### config.mk
export PLATFORM = sky130hd
export DESIGN_NAME = priority_round_robin_task_scheduler
export DESIGN_NICKNAME = d
export VERILOG_FILES = /design/src/design/prrts_pkg.sv /design/src/design/priority_round_robin_task_scheduler.sv /design/src/design/prrts_div.sv
export SDC_FILE = /design/constraint.sdc
export NUM_CORES = 2
export LEC_CHECK = 0
export BUFFER_PORTS_ARGS = -buffer_cell sky130_fd_sc_hd__buf_2
export CELL_PAD_IN_SITES_DETAIL_PLACEMENT = 1
export CELL_PAD_IN_SITES_GLOBAL_PLACEMENT = 1
export CORE_AREA = 2 2 542 544
export DETAILED_ROUTE_END_ITERATION = 16
export DIE_AREA = 0 0 544 546
export PLACE_DENSITY_LB_ADDON = 0.1
export SLEW_MARGIN = 40
export SYNTH_ARGS = -nofsm -noshare
export SYNTH_HDL_FRONTEND = slang
export SYNTH_HIERARCHICAL = 1
export SYNTH_SLANG_ARGS = --single-unit
### constraint.sdc
create_clock -name clk -period 23.2 [get_ports clk]
set_input_delay 1.16 -clock clk [delete_from_list [all_inputs] [get_ports clk]]
set_output_delay 1.16 -clock clk [all_outputs]
set_load 0.01 [all_outputs]
### src/design/prrts_pkg.sv
package prrts_pkg;

  // Task status codes as kept in the task table.
  localparam logic [1:0] ST_READY   = 2'd0;
  localparam logic [1:0] ST_BLOCKED = 2'd1;
  localparam logic [1:0] ST_TERM    = 2'd2;
  localparam logic [1:0] ST_RUN     = 2'd3;

  // Event codes on the func field.
  localparam logic [2:0] FN_ADD    = 3'd0;
  localparam logic [2:0] FN_TICK   = 3'd1;
  localparam logic [2:0] FN_YIELD  = 3'd2;
  localparam logic [2:0] FN_SLEEP  = 3'd3;
  localparam logic [2:0] FN_SET    = 3'd4;
  localparam logic [2:0] FN_STATS  = 3'd5;

  // Configuration register indexes.
  localparam logic [1:0] CFG_PREEMPT = 2'd0;
  localparam logic [1:0] CFG_PERIOD  = 2'd1;
  localparam logic [1:0] CFG_SLICE   = 2'd2;

  localparam int MS_W = 20;
  localparam int PER_W = 16;

  // One row of the task table.
  typedef struct packed {
    logic [1:0]  status;
    logic [7:0]  prio;
    logic [63:0] wake;
    logic [31:0] run;
    logic [31:0] ready;
  } entry_t;

endpackage

### src/design/priority_round_robin_task_scheduler.sv
// One event is in work at a time: in_stall is high outside the idle state, and the next
// beat is taken once the result has been registered. A sleep of a running task passes
// through the serial divider, and a tick scans the whole table and, on a rotation, scans
// it again to pick the next task. A result still held by out_stall keeps the next event
// in its final state until it is taken.
// Synchronous active-high reset resets counters, task count, current task and configuration.
module priority_round_robin_task_scheduler #(
  parameter int MAX_TASKS = 16
) (
  input  logic        clk,
  input  logic        rst,
  input  logic        in_valid,
  output logic        in_stall,
  input  logic [2:0]  func,
  input  logic [3:0]  task_index,
  input  logic [7:0]  new_priority,
  input  logic [1:0]  new_status,
  input  logic [19:0] sleep_ms,
  output logic        out_valid,
  input  logic        out_stall,
  output logic [3:0]  running_task,
  output logic        running_valid,
  output logic        switched,
  output logic        all_done,
  output logic        accepted,
  output logic [31:0] stat_run_ticks,
  output logic [31:0] stat_ready_ticks,
  output logic [63:0] tick_now,
  input  logic        cfg_valid,
  output logic        cfg_ready,
  input  logic [1:0]  cfg_index,
  input  logic [15:0] cfg_data
);
  import prrts_pkg::*;

  localparam int IW = (MAX_TASKS > 1) ? $clog2(MAX_TASKS) : 1;
  localparam int CW = $clog2(MAX_TASKS + 1);

  localparam logic [3:0] S_IDLE   = 4'd0;
  localparam logic [3:0] S_DEC    = 4'd1;
  localparam logic [3:0] S_TK_RD  = 4'd2;
  localparam logic [3:0] S_TK_WR  = 4'd3;
  localparam logic [3:0] S_PRE    = 4'd4;
  localparam logic [3:0] S_DIV    = 4'd5;
  localparam logic [3:0] S_RMW_RD = 4'd6;
  localparam logic [3:0] S_RMW_WR = 4'd7;
  localparam logic [3:0] S_ROT    = 4'd8;
  localparam logic [3:0] S_DISP   = 4'd9;
  localparam logic [3:0] S_CH_RD  = 4'd10;
  localparam logic [3:0] S_CH_EV  = 4'd11;
  localparam logic [3:0] S_CH_END = 4'd12;
  localparam logic [3:0] S_FIN    = 4'd13;

  // Task table and its registered read port.
  entry_t mem [MAX_TASKS];
  entry_t rd_data;
  logic [IW-1:0] mem_ra;
  logic [IW-1:0] mem_wa;
  entry_t mem_wd;
  logic mem_we;

  logic [3:0] state;
  logic [2:0] ev_func;
  logic [3:0] ev_idx;
  logic [7:0] ev_prio;
  logic [1:0] ev_nst;
  logic [19:0] ev_ms;
  logic ev_acc;
  logic was_run;
  logic [IW-1:0] was_task;

  logic preempt;
  logic [15:0] period;
  logic [15:0] slice;

  logic [CW-1:0] count;
  logic [CW-1:0] active;
  logic [IW-1:0] cur;
  logic cur_valid;
  logic running;
  logic [63:0] tick_counter;
  logic [15:0] slice_counter;

  logic [CW-1:0] scan_idx;
  logic [IW-1:0] rmw_addr;
  logic [1:0] rmw_status;
  logic rmw_set_wake;
  logic [63:0] rmw_wake;
  logic rmw_stats;
  logic [3:0] rmw_ret;
  logic [31:0] st_run;
  logic [31:0] st_ready;

  logic ch_rot;
  logic [IW-1:0] ch_start;
  logic ch_found;
  logic [7:0] ch_prio;
  logic [CW:0] ch_dist;
  logic [IW-1:0] ch_idx;

  logic div_start;
  logic div_done;
  logic [19:0] div_q;

  logic [IW-1:0] scan_i;
  logic [IW+3:0] idx_wide;
  logic [IW-1:0] idx_mem;
  logic idx_ok;
  logic [IW+3:0] cur_wide;
  logic [IW-1:0] start_next;
  entry_t tk_e;
  entry_t rmw_e;
  logic ch_cand;
  logic [CW:0] ch_d;
  logic ch_better;
  logic [15:0] slice_inc;
  logic [15:0] slice_eff;
  logic [19:0] sleep_t;
  logic now_run;

  assign scan_i = scan_idx[IW-1:0];
  assign idx_wide = {{IW{1'b0}}, ev_idx};
  assign idx_mem = idx_wide[IW-1:0];
  assign idx_ok = {{CW{1'b0}}, ev_idx} < {4'b0, count};
  assign cur_wide = {4'b0, cur};
  assign start_next = ({1'b0, cur} + 1'b1 == {1'b0, count}) ? '0 : cur + 1'b1;
  assign slice_inc = (slice_counter == 16'hFFFF) ? slice_counter : slice_counter + 16'd1;
  assign slice_eff = (slice == 16'd0) ? 16'd1 : slice;
  assign sleep_t = (div_q == 20'd0) ? 20'd1 : div_q;
  assign now_run = running;

  assign in_stall = (state != S_IDLE);
  assign cfg_ready = 1'b1;

  prrts_div u_div (
    .clk      (clk),
    .rst      (rst),
    .start    (div_start),
    .dividend (ev_ms),
    .divisor  (period),
    .done     (div_done),
    .quotient (div_q)
  );

  // Tick update of one table row.
  always_comb begin
    tk_e = rd_data;
    case (rd_data.status)
      ST_RUN: begin
        if (rd_data.run != 32'hFFFFFFFF) tk_e.run = rd_data.run + 32'd1;
      end
      ST_READY: begin
        if (rd_data.ready != 32'hFFFFFFFF) tk_e.ready = rd_data.ready + 32'd1;
      end
      ST_BLOCKED: begin
        if (rd_data.wake != 64'd0 && tick_counter >= rd_data.wake) begin
          tk_e.wake = 64'd0;
          tk_e.status = ST_READY;
        end
      end
      default: tk_e = rd_data;
    endcase
  end

  // Status or wake change of one addressed row.
  always_comb begin
    rmw_e = rd_data;
    if (!rmw_stats) begin
      rmw_e.status = rmw_status;
      if (rmw_set_wake) rmw_e.wake = rmw_wake;
    end
  end

  // Candidate ranking: priority first, then distance from the round-robin start.
  always_comb begin
    ch_cand = (rd_data.status == ST_READY) || (ch_rot && scan_i == cur);
    if (scan_i >= ch_start) begin
      ch_d = (CW + 1)'(scan_i) - (CW + 1)'(ch_start);
    end else begin
      ch_d = (CW + 1)'(scan_i) + (CW + 1)'(count) - (CW + 1)'(ch_start);
    end
    ch_better = ch_cand && (!ch_found || rd_data.prio > ch_prio ||
                (rd_data.prio == ch_prio && ch_d < ch_dist));
  end

  // Memory port selection.
  always_comb begin
    mem_we = 1'b0;
    mem_wa = scan_i;
    mem_wd = tk_e;
    mem_ra = scan_i;
    if (state == S_RMW_RD) mem_ra = rmw_addr;
    case (state)
      S_DEC: begin
        if (ev_func == FN_ADD && count < CW'(MAX_TASKS)) begin
          mem_we = 1'b1;
          mem_wa = count[IW-1:0];
          mem_wd = '{status: ST_READY, prio: ev_prio, wake: 64'd0, run: 32'd0,
                     ready: 32'd0};
        end
      end
      S_TK_WR: mem_we = 1'b1;
      S_RMW_WR: begin
        mem_we = 1'b1;
        mem_wa = rmw_addr;
        mem_wd = rmw_e;
      end
      default: mem_we = 1'b0;
    endcase
  end

  always_ff @(posedge clk) begin
    if (mem_we) mem[mem_wa] <= mem_wd;
    rd_data <= mem[mem_ra];
  end

  // Configuration writes.
  always_ff @(posedge clk) begin
    if (rst) begin
      preempt <= 1'b0;
      period <= 16'd1;
      slice <= 16'd1;
    end else if (cfg_valid) begin
      case (cfg_index)
        CFG_PREEMPT: preempt <= cfg_data[0];
        CFG_PERIOD: period <= cfg_data;
        CFG_SLICE: slice <= cfg_data;
        default: preempt <= preempt;
      endcase
    end
  end

  // Event sequencer.
  always_ff @(posedge clk) begin
    if (rst) begin
      state <= S_IDLE;
      count <= '0;
      active <= '0;
      cur <= '0;
      cur_valid <= 1'b0;
      running <= 1'b0;
      tick_counter <= 64'd0;
      slice_counter <= 16'd0;
      out_valid <= 1'b0;
      div_start <= 1'b0;
    end else begin
      // The divider starts right after decoding a sleep of a running task.
      div_start <= (state == S_DEC) && (ev_func == FN_SLEEP) && (ev_ms != 20'd0) &&
                   running;
      if (out_valid && !out_stall && state != S_FIN) out_valid <= 1'b0;
      case (state)
        S_IDLE: begin
          if (in_valid) begin
            ev_func <= func;
            ev_idx <= task_index;
            ev_prio <= new_priority;
            ev_nst <= new_status;
            ev_ms <= sleep_ms;
            ev_acc <= 1'b1;
            was_run <= running;
            was_task <= cur;
            st_run <= 32'd0;
            st_ready <= 32'd0;
            rmw_set_wake <= 1'b0;
            rmw_stats <= 1'b0;
            rmw_ret <= S_DISP;
            state <= S_DEC;
          end
        end
        S_DEC: begin
          case (ev_func)
            FN_ADD: begin
              state <= S_DISP;
              if (count < CW'(MAX_TASKS)) begin
                count <= count + 1'b1;
                active <= active + 1'b1;
              end else begin
                ev_acc <= 1'b0;
              end
            end
            FN_TICK: begin
              tick_counter <= tick_counter + 64'd1;
              scan_idx <= '0;
              state <= S_TK_RD;
            end
            FN_YIELD: begin
              if (running) begin
                running <= 1'b0;
                rmw_addr <= cur;
                rmw_status <= ST_READY;
                state <= S_RMW_RD;
              end else begin
                state <= S_DISP;
              end
            end
            FN_SLEEP: begin
              if (ev_ms != 20'd0 && running) state <= S_DIV;
              else state <= S_DISP;
            end
            FN_SET: begin
              if (idx_ok && ev_nst != ST_RUN) begin
                if (cur_valid && idx_mem == cur) running <= 1'b0;
                rmw_addr <= idx_mem;
                rmw_status <= ev_nst;
                state <= S_RMW_RD;
              end else begin
                ev_acc <= 1'b0;
                state <= S_DISP;
              end
            end
            FN_STATS: begin
              if (idx_ok) begin
                rmw_addr <= idx_mem;
                rmw_stats <= 1'b1;
                state <= S_RMW_RD;
              end else begin
                ev_acc <= 1'b0;
                state <= S_DISP;
              end
            end
            default: begin
              ev_acc <= 1'b0;
              state <= S_DISP;
            end
          endcase
        end
        S_TK_RD: begin
          if (scan_idx == count) state <= S_PRE;
          else state <= S_TK_WR;
        end
        S_TK_WR: begin
          scan_idx <= scan_idx + 1'b1;
          state <= S_TK_RD;
        end
        S_PRE: begin
          if (preempt && running && slice_inc >= slice_eff) begin
            slice_counter <= 16'd0;
            ch_rot <= 1'b1;
            ch_start <= start_next;
            ch_found <= 1'b0;
            scan_idx <= '0;
            state <= S_CH_RD;
          end else begin
            if (preempt && running) slice_counter <= slice_inc;
            state <= S_DISP;
          end
        end
        S_DIV: begin
          if (div_done) begin
            running <= 1'b0;
            rmw_addr <= cur;
            rmw_status <= ST_BLOCKED;
            rmw_set_wake <= 1'b1;
            rmw_wake <= tick_counter + {44'd0, sleep_t};
            state <= S_RMW_RD;
          end
        end
        S_RMW_RD: state <= S_RMW_WR;
        S_RMW_WR: begin
          if (rmw_stats) begin
            st_run <= rd_data.run;
            st_ready <= rd_data.ready;
          end else if (rd_data.status == ST_TERM && rmw_status != ST_TERM) begin
            active <= active + 1'b1;
          end else if (rd_data.status != ST_TERM && rmw_status == ST_TERM) begin
            active <= active - 1'b1;
          end
          rmw_set_wake <= 1'b0;
          rmw_stats <= 1'b0;
          state <= rmw_ret;
        end
        S_ROT: begin
          // Second half of a slice rotation: the chosen task starts running.
          rmw_addr <= ch_idx;
          rmw_status <= ST_RUN;
          rmw_ret <= S_DISP;
          cur <= ch_idx;
          state <= S_RMW_RD;
        end
        S_DISP: begin
          if (running) begin
            state <= S_FIN;
          end else if (active == '0) begin
            cur_valid <= 1'b0;
            cur <= '0;
            state <= S_FIN;
          end else begin
            ch_rot <= 1'b0;
            ch_start <= cur_valid ? start_next : '0;
            ch_found <= 1'b0;
            scan_idx <= '0;
            state <= S_CH_RD;
          end
        end
        S_CH_RD: begin
          if (scan_idx == count) state <= S_CH_END;
          else state <= S_CH_EV;
        end
        S_CH_EV: begin
          if (ch_better) begin
            ch_found <= 1'b1;
            ch_prio <= rd_data.prio;
            ch_dist <= ch_d;
            ch_idx <= scan_i;
          end
          scan_idx <= scan_idx + 1'b1;
          state <= S_CH_RD;
        end
        S_CH_END: begin
          if (ch_rot) begin
            if (ch_idx != cur) begin
              rmw_addr <= cur;
              rmw_status <= ST_READY;
              rmw_ret <= S_ROT;
              state <= S_RMW_RD;
            end else begin
              state <= S_DISP;
            end
          end else if (ch_found) begin
            cur <= ch_idx;
            cur_valid <= 1'b1;
            running <= 1'b1;
            rmw_addr <= ch_idx;
            rmw_status <= ST_RUN;
            rmw_ret <= S_FIN;
            state <= S_RMW_RD;
          end else begin
            state <= S_FIN;
          end
        end
        S_FIN: begin
          if (!out_valid || !out_stall) begin
            out_valid <= 1'b1;
            running_task <= now_run ? cur_wide[3:0] : 4'd0;
            running_valid <= now_run;
            switched <= (now_run != was_run) || (now_run && cur != was_task);
            all_done <= (active == '0);
            accepted <= ev_acc;
            stat_run_ticks <= st_run;
            stat_ready_ticks <= st_ready;
            tick_now <= tick_counter;
            state <= S_IDLE;
          end
        end
        default: state <= S_IDLE;
      endcase
    end
  end
endmodule

### src/design/prrts_div.sv
module prrts_div (
  input  logic                         clk,
  input  logic                         rst,
  input  logic                         start,
  input  logic [prrts_pkg::MS_W-1:0]  dividend,
  input  logic [prrts_pkg::PER_W-1:0] divisor,
  output logic                         done,
  output logic [prrts_pkg::MS_W-1:0]  quotient
);
  import prrts_pkg::*;

  logic [PER_W:0]   rem;
  logic [MS_W-1:0]  shf;
  logic [PER_W-1:0] dvs;
  logic [4:0]       cnt;
  logic             busy;
  logic [PER_W:0]   trial;
  logic             fits;

  // One quotient bit per cycle, restoring form.
  assign trial = {rem[PER_W-1:0], shf[MS_W-1]};
  assign fits = trial >= {1'b0, dvs};
  assign quotient = shf;

  always_ff @(posedge clk) begin
    if (rst) begin
      busy <= 1'b0;
      done <= 1'b0;
      cnt <= '0;
    end else begin
      done <= 1'b0;
      if (start) begin
        busy <= 1'b1;
        cnt <= '0;
        rem <= '0;
        shf <= dividend;
        dvs <= (divisor == '0) ? PER_W'(1) : divisor;
      end else if (busy) begin
        rem <= fits ? (trial - {1'b0, dvs}) : trial;
        shf <= {shf[MS_W-2:0], fits};
        cnt <= cnt + 5'd1;
        if (cnt == 5'(MS_W - 1)) begin
          busy <= 1'b0;
          done <= 1'b1;
        end
      end
    end
  end
endmodule
### Yosys cells after proc, flatten, opt, wreduce, memory -nomap -nowiden

Memories as Yosys holds them, arrays and structs flattened. A register that Yosys moved wholly into a read port is not among the register bits.
Cells that the tools add are included.

* output and inout bits: 139
* input port bits: 60
* latch bits: 0
* memories kept: 1
* register bits after elaboration: 542
* bits in read-only memories: 0
* bits in writable memories: 2208

* $mul: 0
* shifts and indexed selects: 0
* reduce and logical (&&, ||, !) cells: 84
* magnitude comparators: 8
* equality and inequality tests: 70
* divide/modulo/power cells: 0
* bitwise operators: 2
* $add $sub $neg: 16
* mux-type cells: 131

Memories
* mem: depth 16, width 138, rd ports 1, clocked after memory_dff 1, wr ports 1, line priority_round_robin_task_scheduler.sv:55 `entry_t mem [MAX_TASKS];`

Operators with widths (count)
* 138-bit case mux with 2 select lines: 1
* 64-bit two-way mux: 4
* 32-bit two-way mux: 7
* 138-bit two-way mux: 1
* 32-bit case mux with 2 select lines: 2
* 4-bit two-way mux: 31
* 16-bit two-way mux: 6
* 32-bit by 1-bit adder with 32-bit output (second input constant): 2
* 64-bit by 1-bit adder with 64-bit output (second input constant): 1
* 64-bit by 20-bit adder with 64-bit output: 1
* 64-bit greater-or-equal comparator: 1
* 32-bit inequality test (second input constant): 2
* 64-bit nonzero test: 1
* 20-bit two-way mux: 3
* 4-bit case mux with 14 select lines: 1
* 5-bit two-way mux: 9
* 4-bit case mux with 3 select lines: 3
* 2-bit inequality test (second input constant): 17
* 16-bit zero test: 2
* 1-bit two-way mux: 30
* 3-bit inequality test (second input constant): 10
* 5-bit AND reduction: 6
* 4-bit == test (second input constant): 6
* 5-bit by 1-bit adder with 5-bit output (second input constant): 4
* other kinds (69): 160

### Longest topological paths before layout

* depth in word-level cells: 9
* depth in mapped cells: 19
* gate-level depth less buffers: 18

### Hierarchy

The synthesis kept the hierarchy.

By module, submodules not included
* priority_round_robin_task_scheduler: area each 112813.2 um2, cells each 6724, instances 1
* prrts_div: area each 3330.7 um2, cells each 304, instances 1

### Least setup slack after synthesis

Ideal clock, no wire load.

* kind: input-to-reg
* start point: in rst
* end point: reg accepted, enable pin
* buffers on the path: 2
* data required time: 22.374 ns
* path slack: 10.917 ns
* arrival: 11.457 ns
* stages: 3
* cells stage by stage: clkbuf_1 > clkbuf_1 > nor3b_1

* longest elaborated chain between the ends: 2

Ends and longest elaborated chain
* from (decl): line priority_round_robin_task_scheduler.sv:11 `input logic rst,`
* 1-bit NOT (no line)
* 3-bit AND reduction (no line)
* to (signal assigned): line priority_round_robin_task_scheduler.sv:438 `accepted <= ev_acc;`
* to (decl): line priority_round_robin_task_scheduler.sv:25 `output logic accepted,`

No other way between the ends.
A chain may end at the register's enable or synchronous reset.

### Worst setup path in the final report

* start point: reg state[3]
* end point: mem mem[12][72] (netlist name), enable pin

* longest elaborated chain between the ends: 5
* elaborated cells between the ends (all ways): 8

Ends and longest elaborated chain
* from (decl): line priority_round_robin_task_scheduler.sv:62 `logic [3:0] state;`
* from (signal assigned): line priority_round_robin_task_scheduler.sv:370 `state <= rmw_ret;`
* 4-bit by 3-bit == test with 1-bit output / 4-bit by 2-bit == test with 1-bit output (equally long branches): line priority_round_robin_task_scheduler.sv:193 `case (state)`
* 2-bit OR reduction (no line)
* 1-bit case mux with 2 select lines: line priority_round_robin_task_scheduler.sv:193
* 1-bit two-way mux: line priority_round_robin_task_scheduler.sv:213 `if (mem_we) mem[mem_wa] <= mem_wd;`
* 1-bit two-way mux (not written as such): line priority_round_robin_task_scheduler.sv:213
* to (decl): line priority_round_robin_task_scheduler.sv:55

Parallel ways exist; a longest one is shown, timed or not.

==> key figures <==
Placement
  – Port Buf Inserts: 197
  – Final GP Congestion: roughly 0.8
  – HPWL Detailed: between 150,000 and 200,000 µm
  – Pre-CTS WS: between 15 and 20 ns
  – Area after DPL: roughly 120,000 µm²

Synth
  – Ys async rst share: 0%
  – Netlist cell types: 88
  – Synth Cell Area: 116,000 µm²
  – Synth Register Bits: roughly 2,900
  – Most used DFF post-synth: edfxtp_1
  – Synth area leaders: edfxtp_1, mux4_2, dfxtp_1
  – Top-area cell type share of the netlist area: 67.4%
  – Avg Cell Area, Syn: roughly 17 µm²
  – Count leader, synth: edfxtp_1
  – Yosys top cell by area: edfxtp_1
  – Yosys warns: 6
  – Cell count after synthesis: 7,028
  – Register area share after synthesis: ~72%
  – Commonest cells in the netlist: edfxtp_1, nand2_1, mux4_2
  – Number of synthesized flops with an enable pin: about 2,600
  – Syn_nets: between 7,000 and 8,000

Flow run
  – Max_cap viols: 0

Global route
  – Antenna violations before repair: 19
  – First-pass GRT wire length: 484,000 µm
  – Total GRT Usage: about 22%
  – Largest net degree at the start of global routing: 120
  – Grt ovf: 0
  – Vias in the first global route: 68,500

STA
  – Total negative setup slack: 0 ns
  – Actual slew at the worst max-slew pin: just over 0.9 ns
  – Min Tclk post-route: around 6.3 ns
  – Final setup fails: 0
  – Tcrit/Tclk final: 27.3%
  – Worst Slack Setup Final: approximately 17 ns
  – Slew margin rel.: between 30 and 40%
  – Clk_skew: between 0.04 and 0.05 ns
  – RSZ-0062 raised after global routing: no
  – Final Hold Viols: 0
  – Peak Freq: 158 MHz
  – Pins Over Slew Limit: 0

Clock tree
  – Sink Count: 2,886
  – Longest Clk Path Bufs: 4
  – CTS tree: built
  – Clk_lat worst skew: between 0.9 and 1 ns
  – Clock root cell: clkbuf_16
  – CTS H-tree lvls: 5
  – CTS clk-pin slew, worst paths: roughly 0.060 ns
  – Postcts setup bufs: 0
  – Resized Gates After CTS: 0
  – Hold Buf Count CTS: 0
  – CTS buffer count: ~320

Pwr
  – Maximum vdd drop: 85.9 µV
  – PD cells: 97.9 nW/µm²
  – Leak: between 40 and 50 nW

Setup path
  – Req. time, crit path: about 24 ns
  – Crit. End Element: register
  – Kind of critical path: register to register
  – R2r startpoint: state[3]
  – Flop-to-flop setup slack: 16.87 ns
  – CP Max Fanout: 46
  – FF-to-FF End: mem[12][72]
  – Reg2Reg Depth: 16
  – Worst Setup Start Kind: register
  – Worst EP arrival: roughly 6.9 ns

Die
  – Die H: 546 µm
  – Die X: 544 µm
  – I/O pins: 199
  – Cell Rows: just under 200
  – Core area: slightly below 300,000 µm²
  – Die area: slightly below 300,000 µm²
  – Initial Utilization: between 30% and 40%

Route
  – Initial DRC Count: approximately 5,200
  – Via count: roughly 65,000
  – Final antenna-violating net count: 0
  – Via-to-Cell Ratio: 5.63
  – 1st-pass router iterations: 5
  – WL/cell: around 29 µm
  – Routed Wire Length: around 330,000 µm
  – DRC errors left: 0

Worst hold path
  – Worst hold-check path type: register to register
  – Sink of the worst hold path: stat_ready_ticks[12]
  – Worst Hold Path Cells: 0
  – Hold Path Origin: st_ready[12]

Finish
  – Finished Cell Area: between 100,000 and 150,000 µm²
  – Final nets: 7,547
  – Share of layout cells above drive strength 1: 19.6%
  – P&R area growth vs syn: 14.9%

Outcome
  – Status: complete, no violations
-- kinds of logic after synthesis --
logic type                 count (synthesis)  share of synthesized area [%]
DFF                                     2886                           72.2
AOI/OAI and AO/OA                        739                           4.12
buffers and inverters                    560                           2.07
xor gates and xnor gates                 185                           1.40
and+or+nand+nor                         1920                           7.73
adders and majority gates                159                           1.76
other                                      1                        0.00323
muxes                                    578                           10.7
-- state kept, by name, indices dropped and copies added (netlist names), 32 cells and up --
signal,cells
tick_now,64
stat_ready_ticks,32
st_run,32
tick_counter,64
st_ready,32
mem,2208
rd_data,138
stat_run_ticks,32
rmw_wake,64
-- per-stage QoR --
step | total power, mW | std cells | util [%] | hold slack, ns
2_1_floorplan | 7.38 | 7028 | - | 0.400
3_3_place_gp | 8.00 | 10900 | 41.7 | 0.402
3_5_place_dp | 8.07 | 10900 | 42.0 | 0.405
4_1_cts | 13.2 | 11500 | 45.6 | 0.349
5_1_grt | 13.5 | 11500 | 45.7 | 0.403
6_report | 13.1 | 11500 | 45.7 | 0.414
-- how the worst max path moves through the flow --
stage	startpoint	to	slack [ns]	depth (start not counted)
5_1_grt	state[3]	mem[12][73]	16.48	16
4_1_cts	state[1]	mem[12][42]	16.55	14
6_report	state[3]	mem[12][72]	16.87	16
3_5_place_dp	state[1]	mem[12][47]	16.54	14
3_3_place_gp	state[1]	mem[6][44]	16.44	12
2_1_floorplan	rst	accepted	10.92	3
-- power by group --
group          internal, mW  total (mW)  switching, mW
Combinational         0.508        1.55           1.04
Clock                  2.99        5.11           2.12
Sequential             6.19        6.40          0.214
Total                  9.69        13.1           3.37
-- worst max-delay path: stages (launching register included) --
cell     delay (ns)
dfxtp_1        0.30
buf_4          0.21
nor2b_1        0.35
nand2_1        0.20
inv_1          0.54
and3_4         0.48
buf_4          0.56
nor2_4         0.07
buf_4          0.32
nand2_1        0.21
nand2_1        0.11
or2_2          0.42
nor2_4         0.13
buf_4          0.49
buf_4          0.49
buf_12         0.26
buf_4          0.68
-- metal layers --
layer / GRT usage, % / share of wire, % / up-vias
met4: 4.89 / 2.1 / 4
met2: 35.3 / 47 / 1516
li1: - / - / 28000
met3: 2.39 / 4.3 / 418
met1: 32.5 / 47 / 34900
met5: 0 / 0.0070 / -
-- cell type report --
class | instances | area [µm²]
Sequential cell | 2886 | 83900
Clock inverter | 141 | 1510
Multi-Input combinational cell | 3582 | 30400
Timing Repair Buffer | 377 | 3070
Fill cell | 27900 | 159000
Tap cell | 3919 | 4900
Antenna cell | 5 | 12.5
Clock buffer | 448 | 9070
Inverter | 162 | 608
-- layout by cell type (no fill, tap or decap), types with 127 or more instances in the layout --
cell and count:
edfxtp_1 2606, nor2_1 210, clkbuf_16 329, nand2_1 918, inv_1 162, and3_1 169
dfxtp_1 278, ha_1 152, a21oi_1 169, a31oi_1 166, mux4_2 530, buf_2 197
o21ai_0 127, nand3_1 180
(Power assumes the default switching activity.)
